==> config.mk <==
export PLATFORM = sky130hd
export DESIGN_NAME = pmg_fifo
export DESIGN_NICKNAME = d
export VERILOG_FILES = /design/src/rtl/pmg_pkg.sv /design/src/rtl/pmg_fifo.sv
export SDC_FILE = /design/constraint.sdc
export NUM_CORES = 1
export LEC_CHECK = 0
export BUFFER_PORTS_ARGS = -buffer_cell sky130_fd_sc_hd__buf_2
export CORE_ASPECT_RATIO = 0.75
export CORE_MARGIN = 4
export CORE_UTILIZATION = 35
export DETAILED_ROUTE_END_ITERATION = 7
export GPL_ROUTABILITY_DRIVEN = 0
export HOLD_SLACK_MARGIN = 0.03
export PLACE_DENSITY = 0.6
export SLEW_MARGIN = 0
export SYNTH_ARGS = -nofsm -noshare
export SYNTH_HDL_FRONTEND = slang
export SYNTH_SLANG_ARGS = --single-unit
==> constraint.sdc <==
create_clock -name clock -period 3.6 [get_ports clock]
set_input_delay 0.36 -clock clock [delete_from_list [all_inputs] [get_ports clock]]
set_output_delay 0.36 -clock clock [all_outputs]
set_load 0.02 [all_outputs]
==> src/rtl/pmg_pkg.sv <==
`timescale 1ns / 1ps
// ----------------------------------------------------------------------------
// pmg_pkg
// Shared types, register codes and constant functions of the polynomial
// mutation gene block.
// ----------------------------------------------------------------------------
`default_nettype none

package pmg_pkg;

   localparam int GENE_W      = 32;
   localparam int DRAW_W      = 16;
   localparam int PROB_W      = 17;
   localparam int ETA_W       = 16;
   localparam int CSR_W       = 32;
   localparam int QUEUE_DEPTH = 4;

   // configuration register indexes
   typedef enum logic [1:0] {
      CSR_LOWER = 2'd0,
      CSR_UPPER = 2'd1,
      CSR_PROB  = 2'd2,
      CSR_ETA   = 2'd3
   } csr_index_type;

   localparam logic signed [GENE_W-1:0] LOWER_RESET = -32'sd6553600;
   localparam logic signed [GENE_W-1:0] UPPER_RESET = 32'sd6553600;
   localparam logic [PROB_W-1:0]        PROB_RESET  = 17'd6554;
   localparam logic [ETA_W-1:0]         ETA_RESET   = 16'd5120;

   // half point of a draw, full scale of a draw, 1.0 in Q8.8
   localparam logic [DRAW_W-1:0] HALF_DRAW = 16'd32768;
   localparam logic [PROB_W-1:0] FULL_DRAW = 17'd65536;
   localparam logic [PROB_W-1:0] ETA_ONE   = 17'd256;

   // one classified gene as it travels from front to back
   typedef struct packed {
      logic                     byp;       // result already known
      logic                     changed;
      logic                     up;        // move toward the upper bound
      logic signed [GENE_W-1:0] res;       // bypass value, or clamped gene
      logic [DRAW_W-1:0]        shape;
      logic [GENE_W-1:0]        bound_gap; // distance to the bound opposite the move
      logic [GENE_W-1:0]        span;      // upper - lower
   } item_type;

   // integer square root, bit by bit
   function automatic logic [63:0] isqrt64(input logic [63:0] v);
      logic [63:0] res;
      logic [63:0] rem;
      logic [63:0] bit_v;
      res   = '0;
      rem   = v;
      bit_v = 64'h4000_0000_0000_0000;
      for (int i = 0; i < 32; i++) begin
         if (rem >= res + bit_v) begin
            rem = rem - (res + bit_v);
            res = (res >> 1) + bit_v;
         end else begin
            res = res >> 1;
         end
         bit_v = bit_v >> 2;
      end
      return res;
   endfunction

   // 2^(-2^-idx) in Q.frac_bits, by repeated square roots from 0.5
   function automatic logic [63:0] root_const(input int frac_bits, input int idx);
      logic [63:0] c;
      c = 64'(1) << (frac_bits - 1);
      for (int i = 1; i <= idx; i++) begin
         c = isqrt64(c << frac_bits);
      end
      return c;
   endfunction

endpackage

`default_nettype wire

==> src/rtl/pmg_fifo.sv <==
`timescale 1ns / 1ps
// ----------------------------------------------------------------------------
// pmg_fifo
// Short queue between the front and the back.
// ----------------------------------------------------------------------------
`default_nettype none

module pmg_fifo import pmg_pkg::*; (
   input  logic     clock,
   input  logic     reset,
   input  logic     in_valid,
   output logic     in_ready,
   input  item_type in_item,
   output logic     out_valid,
   input  logic     out_ready,
   output item_type out_item
);

   localparam int PTR_W = $clog2(QUEUE_DEPTH);
   localparam int CNT_W = $clog2(QUEUE_DEPTH + 1);

   item_type           mem [QUEUE_DEPTH];
   logic [PTR_W-1:0]   wr_ptr_ff, wr_ptr_in, rd_ptr_ff, rd_ptr_in;
   logic [CNT_W-1:0]   count_ff, count_in;
   logic               push, pop;

   assign in_ready  = count_ff != CNT_W'(QUEUE_DEPTH);
   assign out_valid = count_ff != '0;
   assign out_item  = mem[rd_ptr_ff];
   assign push      = in_valid && in_ready;
   assign pop       = out_valid && out_ready;

   // pointer and fill count
   always_comb begin
      wr_ptr_in = push ? wr_ptr_ff + 1'b1 : wr_ptr_ff;
      rd_ptr_in = pop ? rd_ptr_ff + 1'b1 : rd_ptr_ff;
      count_in  = count_ff;
      if (push && !pop) begin
         count_in = count_ff + 1'b1;
      end else if (pop && !push) begin
         count_in = count_ff - 1'b1;
      end
   end

   always_ff @(posedge clock) begin
      if (reset) begin
         wr_ptr_ff <= '0;
         rd_ptr_ff <= '0;
         count_ff  <= '0;
      end else begin
         wr_ptr_ff <= wr_ptr_in;
         rd_ptr_ff <= rd_ptr_in;
         count_ff  <= count_in;
      end
   end

   always_ff @(posedge clock) begin
      if (push) begin
         mem[wr_ptr_ff] <= in_item;
      end
   end

endmodule

`default_nettype wire

=== After elaboration in Yosys (flattened, before gate mapping) ===
Memory sizes are Yosys's and may differ from the RTL's. A register that Yosys moved wholly into a read port is not among the register bits.
Index checks and enable logic that the tools add are counted.

* Muxes and demuxes: 6
* Reduce and logical (&&, ||, !) cells: 8
* $add $sub $neg: 4
* Eq/ne operators: 1

{| class="wikitable"
|+ Operators with widths
! operator !! count
|-
| two-way mux 3 bit || 2
|-
| adder 2 x 1 -> 2 bit, second input constant || 2
|-
| logical AND 1 bit || 4
|-
| two-way mux 2 bit || 2
|-
| adder 3 x 1 -> 3 bit, second input constant || 1
|-
| != test 3 bit, second input constant || 1
|-
| nonzero test 3 bit || 1
|-
| subtractor 3 x 1 -> 3 bit, second input constant || 1
|-
| logical NOT 1 bit || 2
|-
| two-way mux 1 bit || 2
|-
| nonzero test 2 bit || 1
|}

* Memories kept: 1
* Flip-flop bits (word level): 7
* Output and inout port bits: 117
* RAM bits: 460
* Logic and storage cells: 23
* Input bits: 119

{| class="wikitable"
|+ Memories
! name !! depth !! bits a word !! rd ports !! clocked after Yosys merged registers in !! write ports !! line !! text
|-
| mem || 4 || 115 || 1 || 1 || 1 || pmg_fifo.sv:22 || <nowiki>item_type mem [QUEUE_DEPTH];</nowiki>
|}

=== Logic depth before layout (Yosys ltp) ===
* Depth in word-level cells: 6
* Gate-level depth with buffers: 8
* Depth with buffers taken out: 8

=== Least setup slack after synthesis ===
Ideal clock, no wire load.

* Path type: reg2reg
* Start: register count_ff[0]
* End: memory mem[2][0] in the netlist's numbering (enable)
* Data required time: 3.113 ns
* Library setup time: 0.487 ns
* Cell stages (with the launch flop): 4
* Path buffers: 0
* Slack: -0.342 ns
* Clock period less this slack: 3.942 ns
* Data arrival time: 3.454 ns
* Cells stage by stage: dfxtp_1 -> nor2_1 -> a21boi_2 -> and2_1

* Cells in the longest elaborated chain, start to end: 4

{| class="wikitable"
|+ Ends and longest elaborated chain
! what !! line !! text
|-
| start: declaration || pmg_fifo.sv:24 || <nowiki>logic [CNT_W-1:0] count_ff, count_in;</nowiki>
|-
| start signal: assignment || pmg_fifo.sv:53 || <nowiki>count_ff <= count_in;</nowiki>
|-
| != test 3 bit || pmg_fifo.sv:27 || <nowiki>assign in_ready = count_ff != CNT_W'(QUEUE_DEPTH);</nowiki>
|-
| logical AND 1 bit || pmg_fifo.sv:30 || <nowiki>assign push = in_valid && in_ready;</nowiki>
|-
| via push || pmg_fifo.sv:25 || <nowiki>logic push, pop;</nowiki>
|-
| two-way mux 1 bit || pmg_fifo.sv:58 || <nowiki>if (push) begin</nowiki>
|-
| two-way mux 1 bit (not written as such) || pmg_fifo.sv:59 || <nowiki>mem[wr_ptr_ff] <= in_item;</nowiki>
|-
| end: declaration || pmg_fifo.sv:22 ||
|}

The timed path passes the listed nets, and every way through them passes these cells.

==> impl_results.md <==
- Peak supply drop: 0.000440 V
- Crit end category: primary output
- Yosys top cell area share: 0.811
- Design area: 21700 sq um
- Critical Path Slowest Stage Cell: dfxtp_4
- DP Wirelength: 20600 um
- Worst Skew: 0.0214 ns
- DIE HEIGHT: 199 um
- Mapped Area: 17000 sq um
- DRT Pass-1 Iters: 4
- Synth Instances: 649
- Post-synth cell types: 22
- Endpoints failing setup: 0
- Sw Ratio: 0.288
- Die Width: 263 um
- TritonCTS Sinks: 469
- Post-synth top cells: edfxtp_1, mux4_2, buf_2
- Layout cell share with drive strength beyond 1: 0.403
- DRC viols: 0
- Worst Tran Pin Value: 0.614 ns
- Dpl cell area: 19100 sq um
- Pin count of the biggest net entering global routing: 47
- Sequential area share after synthesis: 0.821
- Synth Area in Compound Gates: 0.00220
- Final Cycle Share: 0.777
- Mux cell area share after synthesis: 0.154
- Top post-synthesis cells by area: edfxtp_1, mux4_2, dfxtp_1
- Initial antenna violation count: 6
- Inserted Clock Buffers: 47
- Combinational share of power: 0.253
- Adder-cell share of the synthesized area: 0.00485
- Dpl cells: 1509
- Worst endpoint required time: 3.24 ns
- Root buffer cell: clkbuf_16
- Setup CP Type: reg -> out
- Io pins: 236
- Hold Path Stages: 2
- Power Internal: 0.0110 W
- Grt ovf: 0
- Die area: 52300 sq um
- Yosys warns: 0
- Vias in the first global route: 8742
- Min cycle time layout: 2.80 ns
- Synth area leader: edfxtp_1
- Area delta synth->final: 27.6%
- CTS Buffer Depth: 3
- Syn nets: 774
- Pre-CTS setup slack: 1.27 ns
- Slowest Stage Delay on Critical Path: 0.66 ns
- R2R depth: 8
- Synthesized area per cell: 26.2 sq um
- Ys flop type: edfxtp_1
- Clock-pin slew on the worst setup and hold paths: 0.06 ns
- R2r endpoint: count_ff[2]$_SDFFE_PP0P_
- Main combinational cell family by area after synthesis: multiplexers
- Crit start category: register
- Post-route ant nets: 0
- Final WL: 34900 um
- Hold Path Sink: count_ff[1]$_SDFFE_PP0P_
- Fin Setup TNS: 0 ns
- Max_cap viols: 0
- RSZ-0062 raised after global routing: no
- Crit Path Max Fanout: 42
- Slew Limit Fails: 0
- Iteration-0 DRC Markers: 608
- Via count: 8077
- First-pass GRT wire length: 53400 um
- Status: complete, no violations
- Clock Latency Late Sink: 0.57 ns
- Non-Filler Instances: 1714
- Via/cell ratio: 4.71
- Share of power burned in registers: 0.446
- Top delay family on crit path: flip-flops
- Async SR Flop Fraction: 0
- Final net count: 1159
- R2r setup slk: 1.27 ns
- Gr usage total: 0.132
- Cell breakdown of the critical path: buf_12, mux4_2, buf_2
- Core ar.: 47700 sq um
- Fmax: 358 MHz
- Final Hold Fails: 0
- CTS H-tree lvls: 2
- WHS: 0.0961 ns
- Routed length per instance: 20.4 um
- Port Buffers: 235
- Static Leak: 7.26 nW
- Post-synthesis simple-gate area fraction: 0.00492
- Crit path DAT: 2.44 ns
- Reg-to-Reg Start: count_ff[0]$_SDFFE_PP0P_
- CTS tree: done
- Post-synth EDFFs: 460
- Register bit total from synthesis: 469
- Xor-xnor portion of the synthesized cell area: 0.00206
- Cell with the most instances after synthesis: edfxtp_1
- Net Sw Power: 0.00443 W
- Clock power frac: 0.301
- Min-delay worst type: in -> reg
- Worst Path Buf+Inv: 2
- Initial Util: 0.357
- Hold_sp: reset
- Setup slack after layout: 0.804 ns
- Slew headroom: 0.590
- FP Rows: 69
- Pwr/cell area: 708 nW/um^2
==> power by group through the flow <==
stage	combinational (W)	clock (W)	sequential [W]
3_5_place_dp	0.00388	0	0.00699
6_report	0.00390	0.00464	0.00686
4_1_cts	0.00399	0.00480	0.00687
2_1_floorplan	0.00269	0	0.00685
5_1_grt	0.00418	0.00506	0.00691
3_3_place_gp	0.00387	0	0.00696
==> cells in the final DEF (no fill, tap or decap), types with 2 or more instances in the layout <==
master,n
clkbuf_1,11
inv_6,2
buf_2,235
nand2b_1,2
xor2_1,4
clkinv_1,15
dfxtp_1,7
diode_2,3
ha_1,5
bufinv_16,3
dlygate4sd3_1,115
clkinv_2,5
dfxtp_4,2
buf_12,12
nor2_1,8
inv_1,3
mux2i_1,2
or3_1,2
edfxtp_1,460
and2_4,4
clkbuf_16,48
mux4_2,115
==> layout make-up <==
type                            count  area (sq um)
Fill cell                        4035         26000
Inverter                            3          11.3
Sequential cell                   469         14000
Timing Repair Buffer              363          2570
Clock buffer                       59          1240
Multi-Input combinational cell    150          2870
Clock inverter                     28           221
Antenna cell                        3          7.51
Tap cell                          639           800
==> flip-flops by register name, indices dropped and copies added (netlist names), named ones only <==
signal,cells
count_ff,3
mem,460
rd_ptr_ff,2
wr_ptr_ff,2
==> cells by family (layout without fill, tap and decap cells) <==
group	count (synthesis)	after routing
other	0	3
muxes	118	118
buffers and inverters	30	453
adders and majority gates	6	6
and+or+nand+nor	17	17
AOI/OAI and AO/OA	5	5
DFF	469	469
xor gates and xnor gates	4	4
==> per-layer routing <==
layer | GRT usage | part of all wire | routed length, um | vias to the layer above
met3 | 0.0443 | 0.080 | 2800 | 45
met1 | 0.187 | 0.45 | 15600 | 4225
met4 | 0.0320 | 0.015 | 516 | 8
met5 | 0 | 0.0015 | 54 | -
met2 | 0.201 | 0.46 | 15900 | 217
li1 | - | - | - | 3582
==> worst max-delay path by stage <==
| stage | startpoint | cells past startpoint | end |
|---|---|---|---|
| after floorplan | count_ff[0]$_SDFFE_PP0P_ | 3 | mem[0][0]$_DFFE_PP_ |
| after global placement | register | 3 | out_item[10] |
| after detailed placement | count_ff[0]$_SDFFE_PP0P_ | 8 | count_ff[2]$_SDFFE_PP0P_ |
| after CTS | register | 3 | out_item[88] |
| after global routing | register | 3 | out_item[88] |
| final | register | 3 | out_item[88] |
==> metrics by stage <==
step | utilization | total power, W
6_report | 0.455 | 0.0154
5_1_grt | 0.455 | 0.0162
4_1_cts | 0.455 | 0.0157
3_5_place_dp | 0.400 | 0.0109
3_3_place_gp | 0.400 | 0.0108
2_1_floorplan | - | 0.00954
==> repair_timing <==
action	4_1_cts	5_1_grt
hold buffers	115	0
buffers inserted	0	0
endpoints found under the hold margin	460	0
gates resized for setup	0	0
No activity file was read; power rests on OpenSTA's default activity.
